File: config.mk
export PLATFORM = sky130hd
export DESIGN_NAME = plin_cell
export DESIGN_NICKNAME = d
export VERILOG_FILES = /design/src/hw/rtl/plin_pkg.sv /design/src/hw/rtl/plin_cell.sv
export SDC_FILE = /design/constraint.sdc
export NUM_CORES = 1
export LEC_CHECK = 0
export BUFFER_PORTS_ARGS = -buffer_cell sky130_fd_sc_hd__buf_4
export CAP_MARGIN = 5
export CORE_ASPECT_RATIO = 1.2
export CORE_MARGIN = 5
export CORE_UTILIZATION = 27
export CTS_CLUSTER_DIAMETER = 120
export CTS_CLUSTER_SIZE = 20
export DETAILED_ROUTE_END_ITERATION = 10
export GPL_ROUTABILITY_DRIVEN = 0
export PLACE_DENSITY = 0.53
export SETUP_SLACK_MARGIN = 0.4
export SLEW_MARGIN = 20
export SYNTH_ARGS = -nofsm -noshare
export SYNTH_HDL_FRONTEND = slang
export SYNTH_SLANG_ARGS = --single-unit
File: constraint.sdc
create_clock -name i_clk -period 3.4 [get_ports i_clk]
set_input_delay 0.17 -clock i_clk [delete_from_list [all_inputs] [get_ports i_clk]]
set_output_delay 0.17 -clock i_clk [all_outputs]
set_load 0.01 [all_outputs]
File: src/hw/rtl/plin_pkg.sv
`timescale 1ns / 1ps

package plin_pkg;

    localparam int TABLE_DEPTH = 64;
    localparam int DIV_STEPS   = 32;
    localparam int DIV_CNT_W   = $clog2(DIV_STEPS);

    localparam logic MODE_LOAD  = 1'b0;
    localparam logic MODE_QUERY = 1'b1;

    typedef struct packed {
        logic               mode;
        logic [5:0]         entry_index;
        logic signed [31:0] point_x;
        logic signed [31:0] point_y;
        logic signed [31:0] query_x;
    } t_in_item;

    typedef struct packed {
        logic signed [31:0] result_y;
        logic               in_range;
    } t_out_item;

    // Query token walking down the row of breakpoint cells
    typedef struct packed {
        logic               valid;
        logic               hit;
        logic signed [31:0] q;
        logic signed [31:0] x0;
        logic signed [31:0] y0;
        logic signed [31:0] x1;
        logic signed [31:0] y1;
    } t_token;

    typedef enum logic [1:0] {
        ST_IDLE = 2'b01,
        ST_BUSY = 2'b10
    } t_top_state;

    typedef enum logic [4:0] {
        IS_IDLE = 5'b00001,
        IS_MUL  = 5'b00010,
        IS_DIV  = 5'b00100,
        IS_FIN  = 5'b01000,
        IS_DONE = 5'b10000
    } t_interp_state;

endpackage

File: src/hw/rtl/plin_cell.sv
`timescale 1ns / 1ps

module plin_cell
    import plin_pkg::*;
(
    input  logic               i_clk,
    input  logic               i_rst_n,
    input  logic               i_wr_en,
    input  logic signed [31:0] i_wr_x,
    input  logic signed [31:0] i_wr_y,
    input  logic               i_chk_en,
    input  t_token             i_tok,
    output t_token             o_tok
);

    logic signed [31:0] r_x;
    logic signed [31:0] r_y;
    t_token             r_tok;
    t_token             n_tok;
    logic               w_in_seg;

    always_ff @(posedge i_clk) begin
        if (i_wr_en) begin
            r_x <= i_wr_x;
            r_y <= i_wr_y;
        end
    end

    // segment is (previous entry carried in the token, this entry)
    assign w_in_seg = i_chk_en && (i_tok.q >= i_tok.x0) && (i_tok.q <= r_x);

    always_comb begin
        n_tok = i_tok;
        if (!i_tok.hit) begin
            if (w_in_seg) begin
                n_tok.hit = 1'b1;
                n_tok.x1  = r_x;
                n_tok.y1  = r_y;
            end else begin
                n_tok.x0 = r_x;
                n_tok.y0 = r_y;
            end
        end
    end

    always_ff @(posedge i_clk) begin
        if (!i_rst_n) begin
            r_tok.valid <= 1'b0;
        end else begin
            r_tok <= n_tok;
        end
    end

    assign o_tok = r_tok;

endmodule

==> reports/results.txt <==
CP peak stage delay: 0.58 ns
outcome: finished, final reports clean
routed via count: 7434
register bit total from synthesis: 226
Int Power: 4.96 mW
Ports: 392
final worst slack: 0.333 ns
period utilization: 0.902
DR WL/cell: 20.6 um
syn_area_per_cell: 16.8 um^2
vias in the first global route: 8221
Pleak: 7.33 nW
Worst Tran Pin Value: 0.676 ns
Setup TNS Final: 0 ns
sequential share of the synthesized area: 0.673
clock share of power: 0.269
Final Setup Violations: 0
Crit Path Category: flop to flop
dpl cells: 1464
cell area after layout: 16700 um^2
critical path cell sequence: inv_2, ha_4, nand4_1, or4_4, a21oi_2, o21ai_1, a32o_2, buf_6, a21oi_4, inv_6, buf_12, mux2_1
yosys warns: 0
post-route ant nets: 0
post-DP HPWL: 24200 um
area delta synth->final: 66.0%
H-tree Lvls: 1
fin util: 0.453
Post-Synthesis Cells: 600
Reg clk slew, reported paths: 0.09 ns
number of flops mapped to enable cells by yosys: 225
DRT Pass-1 Iters: 4
Crit. End Element: flop
final cell count without fillers: 1707
I/O Buffers: 391
Seq pwr share: 0.515
Worst Skew: 0.0387 ns
DR iter-0 viols: 252
Num CTS Buffers: 15
Unique masters post-synth: 41
row count: 77
most used flip-flop cell after synthesis: edfxtp_1
WP data required: 3.63 ns
die footprint: 41200 um^2
Place WS: 0.0213 ns
Arr. time, crit path: 3.30 ns
Slew Limit Fails: 0
biggest fanout along the worst timing path: 7
largest net degree at the start of global routing: 90
global-route wire length before repair: 49100 um
share of cells above drive strength 1: 0.429
global-route usage over all layers: 0.156
antenna violations before repair: 2
Period minus WS final: 3.07 ns
Hold Path Class: primary input to flop
CP startpoint kind: flop
Root Driver: clkbuf_16
async set or reset register ratio after synthesis: 0
Worst path slowest cell: or4_4
Layout Nets: 1525
WL final: 35200 um
syn nets: 894
max-cap viol count: 0
Worst slew margin: 0.549
sw power: 1.65 mW
Comb pwr share: 0.216
GR Overflow Total: 0
final hold viol count: 0
via-per-instance ratio: 4.36
power density cells: 396 nW/um^2
Die W: 186 um
clock net sink count: 226
DIE HEIGHT: 221 um
Post-Place Cell Area: 13600 um^2
FMAX: 326 MHz
CP bufs+invs: 4
# DRC: 0
fill cell count: 3294
Clock Path Buffers: 3
Initial Utilization: 0.273
unrepaired setup endpoints after global routing: yes
CTS tree: yes
Core Box Area: 36900 um^2
Max IR drop VDD: 392 uV
switching share of total power: 0.250
worst skew pair latency: 0.50 ns
CP delay by family, top: simple AND/OR/NAND/NOR gates
Cell Area, Synth: 10100 um^2
==> cell type report <==
| type | count | area (um^2) | area share |
|---|---|---|---|
| repair buffers | 627 | 5530 | 0.331 |
| flip-flops and latches | 226 | 6780 | 0.406 |
| clock inverters | 2 | 25.0 | 0.00150 |
| multi-input cells | 295 | 3160 | 0.189 |
| diodes | 2 | 5.00 | 0.000300 |
| inverters | 66 | 253 | 0.0151 |
| clock buffers | 15 | 375 | 0.0225 |
| well taps | 474 | 593 | 0.0355 |
==> worst paths after layout <==
kind | startpoint | end | cells past startpoint | slack, ns
setup reg to reg | r_x[13] | o_tok[69] | 12 | 0.33
hold reg to reg | r_x[9] | o_tok[41] | 1 | 0.55
hold / removal | i_tok[103] | o_tok[103] | 3 | 0.03
setup / recovery | r_x[13] | o_tok[69] | 12 | 0.33
==> metrics by stage <==
step / total power [mW] / hold WS (ns)
detailed placement: 4.57 / 0.349
global route: 6.93 / 0.00934
floorplan: 3.90 / 0.269
CTS: 6.64 / 0.00821
finish: 6.61 / 0.0328
global placement: 4.56 / 0.348
==> registers in the layout, summed over array words and instances, names as in the netlist <==
register and cells:
o_tok 162, r_x 32, r_y 32
==> power by group through the flow <==
stage / Sequential (mW) / Clock (mW) / Combinational [mW]
6_report: 3.41 / 1.78 / 1.43
5_1_grt: 3.43 / 1.96 / 1.54
4_1_cts: 3.41 / 1.87 / 1.36
3_5_place_dp: 3.47 / 0 / 1.10
3_3_place_gp: 3.46 / 0 / 1.09
2_1_floorplan: 3.53 / 0 / 0.369
==> tightest hold or removal path, stage by stage <==
cell	delay [ns]
buf_4	0.08
inv_1	0.04
mux2i_1	0.11
==> synth_stat cells, drive strengths merged (2+ instances only) <==
master	n	area share
a211oi	2	0.0015
nand3	8	0.0040
mux2	97	0.12
o21ai	6	0.0030
mux2i	31	0.031
a21o	4	0.0030
a21oi	26	0.014
nor4	2	0.0012
o21a	4	0.0030
and4	3	0.0026
buf	13	0.012
inv	66	0.025
edfxtp	225	0.67
o22ai	2	0.0012
nor2	6	0.0022
ha	64	0.080
nand2	16	0.0060
nand4	8	0.0050
==> cell usage in the layout (no fill, tap or decap), types with 5 or more instances in the layout <==
cell / n
clkbuf_16: 20
edfxtp_1: 225
buf_4: 406
nand4_1: 8
ha_4: 8
dlygate4sd3_1: 198
mux2_4: 61
mux2_1: 36
nand3_1: 8
mux2i_1: 31
buf_12: 8
nor2_1: 5
inv_1: 59
buf_16: 6
a21oi_1: 24
inv_2: 6
ha_1: 56
nand2_1: 16
==> kinds of logic (layout without fill, tap and decap cells) <==
kind of cell,Yosys count,after routing,synth area share
mux,128,128,0.149
compound gates,54,54,0.0358
flops,226,226,0.673
buf+inv,79,710,0.0368
simple gates,49,49,0.0254
fa+ha+maj,64,64,0.0796
other cells,0,2,0
==> layer usage <==
| metal | routed length (um) | global-route usage | vias up |
|---|---|---|---|
| li1 | - | - | 3541 |
| met1 | 13400 | 0.176 | 3584 |
| met2 | 18600 | 0.293 | 270 |
| met3 | 2340 | 0.0338 | 39 |
| met4 | 847 | 0.0386 | 0 |
| met5 | 0 | 0 | - |
==> timing repair <==
action                                 4_1_cts  5_1_grt
setup endpoints to repair                  121      126
cloned                                       4        7
endpoints found under the hold margin      198        0
pin swaps                                    6        2
hold buffers                               198        0
buffers inserted                            12        3
resized for setup                           31       42
Power figures use the tool's default switching activity.
