<file path="src/hw/rtl/plin_pkg.sv">
`timescale 1ns / 1ps

package plin_pkg;

    localparam int TABLE_DEPTH = 64;
    localparam int DIV_STEPS   = 32;
    localparam int DIV_CNT_W   = $clog2(DIV_STEPS);

    localparam logic MODE_LOAD  = 1'b0;
    localparam logic MODE_QUERY = 1'b1;

    typedef struct packed {
        logic               mode;
        logic [5:0]         entry_index;
        logic signed [31:0] point_x;
        logic signed [31:0] point_y;
        logic signed [31:0] query_x;
    } t_in_item;

    typedef struct packed {
        logic signed [31:0] result_y;
        logic               in_range;
    } t_out_item;

    // Query token walking down the row of breakpoint cells
    typedef struct packed {
        logic               valid;
        logic               hit;
        logic signed [31:0] q;
        logic signed [31:0] x0;
        logic signed [31:0] y0;
        logic signed [31:0] x1;
        logic signed [31:0] y1;
    } t_token;

    typedef enum logic [1:0] {
        ST_IDLE = 2'b01,
        ST_BUSY = 2'b10
    } t_top_state;

    typedef enum logic [4:0] {
        IS_IDLE = 5'b00001,
        IS_MUL  = 5'b00010,
        IS_DIV  = 5'b00100,
        IS_FIN  = 5'b01000,
        IS_DONE = 5'b10000
    } t_interp_state;

endpackage

</file>
<file path="src/hw/rtl/plin_interp.sv">
`timescale 1ns / 1ps

module plin_interp
    import plin_pkg::*;
(
    input  logic      i_clk,
    input  logic      i_rst_n,
    input  t_token    i_tok,
    input  logic      i_ack,
    output logic      o_done,
    output t_out_item o_res
);

    t_interp_state       r_state;
    t_interp_state       n_state;
    logic                r_hit;
    logic                r_zero;
    logic                r_neg;
    logic signed [31:0]  r_y0;
    logic [31:0]         r_dq;
    logic [31:0]         r_dx;
    logic [31:0]         r_mag;
    logic [31:0]         r_rem;
    logic [31:0]         r_num;
    logic [DIV_CNT_W-1:0] r_cnt;
    t_out_item           r_res;

    logic [32:0] w_dx;
    logic [32:0] w_dq;
    logic [32:0] w_dy;
    logic [63:0] w_prod;
    logic [32:0] w_shift;
    logic        w_take;

    assign w_dx = {i_tok.x1[31], i_tok.x1} - {i_tok.x0[31], i_tok.x0};
    assign w_dq = {i_tok.q[31], i_tok.q} - {i_tok.x0[31], i_tok.x0};
    assign w_dy = {i_tok.y1[31], i_tok.y1} - {i_tok.y0[31], i_tok.y0};

    assign w_prod = r_dq * r_mag;

    // restoring division; for a hit in a segment of nonzero width the remainder stays below the divisor
    assign w_shift = {r_rem, r_num[31]};
    assign w_take  = (w_shift >= {1'b0, r_dx});

    always_comb begin
        n_state = r_state;
        case (r_state)
            IS_IDLE: if (i_tok.valid) n_state = IS_MUL;
            IS_MUL:  n_state = IS_DIV;
            IS_DIV:  if (r_cnt == DIV_CNT_W'(DIV_STEPS - 1)) n_state = IS_FIN;
            IS_FIN:  n_state = IS_DONE;
            IS_DONE: if (i_ack) n_state = IS_IDLE;
            default: n_state = IS_IDLE;
        endcase
    end

    always_ff @(posedge i_clk) begin
        if (!i_rst_n) begin
            r_state <= IS_IDLE;
        end else begin
            r_state <= n_state;
        end
    end

    always_ff @(posedge i_clk) begin
        case (r_state)
            IS_IDLE: begin
                r_hit  <= i_tok.hit;
                r_zero <= (i_tok.x1 == i_tok.x0);
                r_neg  <= w_dy[32];
                r_y0   <= i_tok.y0;
                r_dq   <= w_dq[31:0];
                r_dx   <= w_dx[31:0];
                r_mag  <= w_dy[32] ? 32'(-w_dy) : w_dy[31:0];
            end
            IS_MUL: begin
                r_rem <= w_prod[63:32];
                r_num <= w_prod[31:0];
                r_cnt <= '0;
            end
            IS_DIV: begin
                r_rem <= w_take ? 32'(w_shift - {1'b0, r_dx}) : w_shift[31:0];
                r_num <= {r_num[30:0], w_take};
                r_cnt <= r_cnt + 1'b1;
            end
            IS_FIN: begin
                r_res.in_range <= r_hit;
                if (!r_hit) begin
                    r_res.result_y <= '0;
                end else if (r_zero) begin
                    r_res.result_y <= r_y0;
                end else if (r_neg) begin
                    r_res.result_y <= r_y0 - $signed(r_num);
                end else begin
                    r_res.result_y <= r_y0 + $signed(r_num);
                end
            end
            default: ;
        endcase
    end

    assign o_done = (r_state == IS_DONE);
    assign o_res  = r_res;

endmodule

</file>
<file path="config.mk">
export PLATFORM = sky130hd
export DESIGN_NAME = plin_interp
export DESIGN_NICKNAME = d
export VERILOG_FILES = /design/src/hw/rtl/plin_pkg.sv /design/src/hw/rtl/plin_interp.sv
export SDC_FILE = /design/constraint.sdc
export NUM_CORES = 2
export LEC_CHECK = 0
export BUFFER_PORTS_ARGS = -buffer_cell sky130_fd_sc_hd__buf_2
export CORE_MARGIN = 2
export CORE_UTILIZATION = 66
export DETAILED_ROUTE_END_ITERATION = 6
export PLACE_DENSITY = 0.84
export SLEW_MARGIN = 20
export SYNTH_ARGS = -nofsm -noshare
export SYNTH_HDL_FRONTEND = slang
export SYNTH_SLANG_ARGS = --single-unit
</file>
<file path="constraint.sdc">
create_clock -name i_clk -period 15.95 [get_ports i_clk]
set_clock_uncertainty 0.05 [all_clocks]
set_input_delay 3.19 -clock i_clk [delete_from_list [all_inputs] [get_ports i_clk]]
set_output_delay 3.19 -clock i_clk [all_outputs]
set_load 0.05 [all_outputs]
</file>
==> metrics <==
clock tree buffer depth=3; hold crit path type=reg2reg; CTS Buf Count=29; YS warnings=0; Total GRT Usage=37.0%; vias in the first global route=43365; normalized max-slew margin=30.1%; H-tree level count=1; largest net degree at the start of global routing=70; Final Setup Violations=0; Post-Route WL=143 mm; Post-Syn Instances=5571; Fillers=5742; run status=finished clean; Seq cells post-synth=238; die height=283 um; clock-pin slew on the worst setup and hold paths=0.07 ns; CP max FO=17; Max Slew Vio Count=0; IO buf count=198; net count after synthesis=7061; initial core utilization=66.5%; Worst-Skew Late Latency=0.59 ns; Highest Clock Rate=0.111 GHz; CP required=16.22 ns; clk root buf=clkbuf_16; RSZ-0062 raised after global routing=false; Crit. End Element=register; Async SR Flop Fraction=0%; critical path type=reg2reg; final setup TNS=0 ns; cell area after synthesis=0.0513 mm^2; Sink Count=238; post-layout min period=9.04 ns; final period utilization=56.6%; core area=0.0772 mm^2; crit path DAT=9.31 ns; final number of hold-violating endpoints=0; hold buffer count at CTS=0; FP Rows=102; post-route ant nets=0; # DRC=0; I/O pin total=199; CTS tree=yes; Avg Cell Area, Syn=9.21 um^2; share of layout cells above drive strength 1=6.56%; main flop type after synthesis=edfxtp_1; drt pass-1 iters=6; sequential share of the synthesized area=13.8%; post-detail-place hpwl=108 mm; Remaining Overflow, GRT=0; max-cap viol count=0; Slew @ Worst Pin=1.05 ns; first-pass GRT wire length=227 mm; GP Congestion=0.959; nets=7106; post-CTS sizing=0; Die Span X=283 um; Yosys cell types=95; Die ar.=0.0800 mm^2; vias per cell=6.05; DRT iter0 DRCs=3368; area delta synth->final=5.62%; vias=40405; initial antenna violation count=7; startpoint types=register; EDFF count, synth=233; WL per Instance=21.4 um; Setup Buffers After CTS=0
[placed cells by master, fill, tap and decap left out, drive strengths merged, types with 9 or more instances in the layout]
cell and count:
nor2b 29, and3 33, a21o 139, mux2i 17, inv 1004, ha 424
or2 15, a211oi 17, nand2 613, a31oi 25, o21bai 34, edfxtp 233
clkinv 10, or3 11, fa 901, o21a 31, a21oi 222, clkbuf 32
and2 624, nor2 182, nor3 45, o211ai 29, o31ai 18, nor4 11
o21ai 163, nand3 57, buf 274, a21boi 9, nand4 27, xor2 80
xnor2 174, nand2b 18
[critical path, cell delays in order (launching register included)]
cell and delay (ns):
edfxtp_1 0.80, buf_4 0.38, nand2_1 0.12, fa_1 0.58
fa_1 0.82, fa_1 0.49, fa_1 0.51, inv_1 0.05
fa_1 0.53, fa_1 0.45, fa_1 0.57, fa_1 0.44
ha_1 0.45, and3_1 0.29, and4_1 0.28, nand4_1 0.11
a21o_1 0.24, a31oi_1 0.36, a41oi_1 0.27, o211a_1 0.31
o31ai_1 0.28, xor2_1 0.10, mux2_2 0.26
[metrics by stage]
stage	util, %	setup WS [ns]	area (um^2)	hold WS [ns]	cells
finish	70.2	6.91	54200	0.541	6679
global route	70.2	6.72	54200	0.577	6679
CTS	70.2	7.22	54200	0.543	6678
detailed placement	68.9	7.33	53200	0.534	6625
global placement	68.9	7.42	53200	0.530	6625
floorplan	-	4.35	51300	0.415	5571
[cells by family (layout without fill, tap and decap cells)]
kind of cell | count (synthesis) | in the layout | share of synthesized area [%]
flip-flops | 238 | 238 | 13.8
buffers and inverters | 1263 | 1330 | 9.28
other | 0 | 1 | 0
multiplexers | 22 | 22 | 0.441
AND/OR/NAND/NOR | 1699 | 1699 | 16.8
adder cells (fa/ha/maj) | 1325 | 1325 | 45.5
AO/OA/AOI/OAI | 770 | 770 | 9.81
XOR/XNOR | 254 | 254 | 4.36
[Yosys cell counts, types with 11 or more instances]
library cell     n  area [um^2]
a21o_1         139         1040
nand2b_1        18          113
a211oi_1        17          128
and2_1         623         3900
nor3_1          44          220
nor2_1         182          683
or2_2           12         75.1
a21oi_1        218         1090
ha_1           424         5310
nor4_1          11         68.8
nand3_1         56          280
nor2b_1         29          181
clkbuf_1       248          931
inv_1         1003         3760
or3_1           11         68.8
nand4_1         26          163
o21a_1          31          233
nand2_1        613         2300
o31ai_1         17          128
o211ai_1        28          210
o21bai_1        34          255
a31oi_1         25          156
and3_1          33          206
fa_1           901        18000
edfxtp_1       233         7000
mux2i_1         17          170
xnor2_1        174         1520
xor2_1          78          683
o21ai_0        160          801
[state kept, by name, indices dropped and copies added, names as in the netlist]
register and cells:
r_y0 32, r_rem 32, r_zero 1, o_res 33
r_state 5, r_num 32, r_cnt 5, r_hit 1
r_dq 32, r_dx 32, r_neg 1, r_mag 32
[final cells by class]
class	instances	area, um^2	share of cell area, %
Antenna cell	1	2.50	0.00462
Clock buffer	32	737	1.36
Clock inverter	21	249	0.459
Inverter	1003	3760	6.95
Multi-Input combinational cell	4070	39500	72.9
Sequential cell	238	7100	13.1
Tap cell	1040	1300	2.40
Timing Repair Buffer	274	1560	2.88
[metal layers]
metal	track usage, %	part of all wire, %	vias to the layer above
li1	-	-	17622
met1	44.3	35	19795
met2	61.2	48	2327
met3	8.27	10	657
met4	22.5	7.1	4
met5	0	0.015	-
[final timing paths]
check,start,to,depth (start not counted),slack [ns]
setup / recovery,r_mag[8],r_rem[29],22,6.91
hold / removal,r_cnt[0],r_cnt[0],1,0.54
hold reg to reg,r_cnt[0],r_cnt[0],1,0.54
setup reg to reg,r_mag[8],r_rem[29],22,6.91
Power is not shown: default switching activity piles up to over one toggle a cycle in this logic, so the estimate is an artifact.
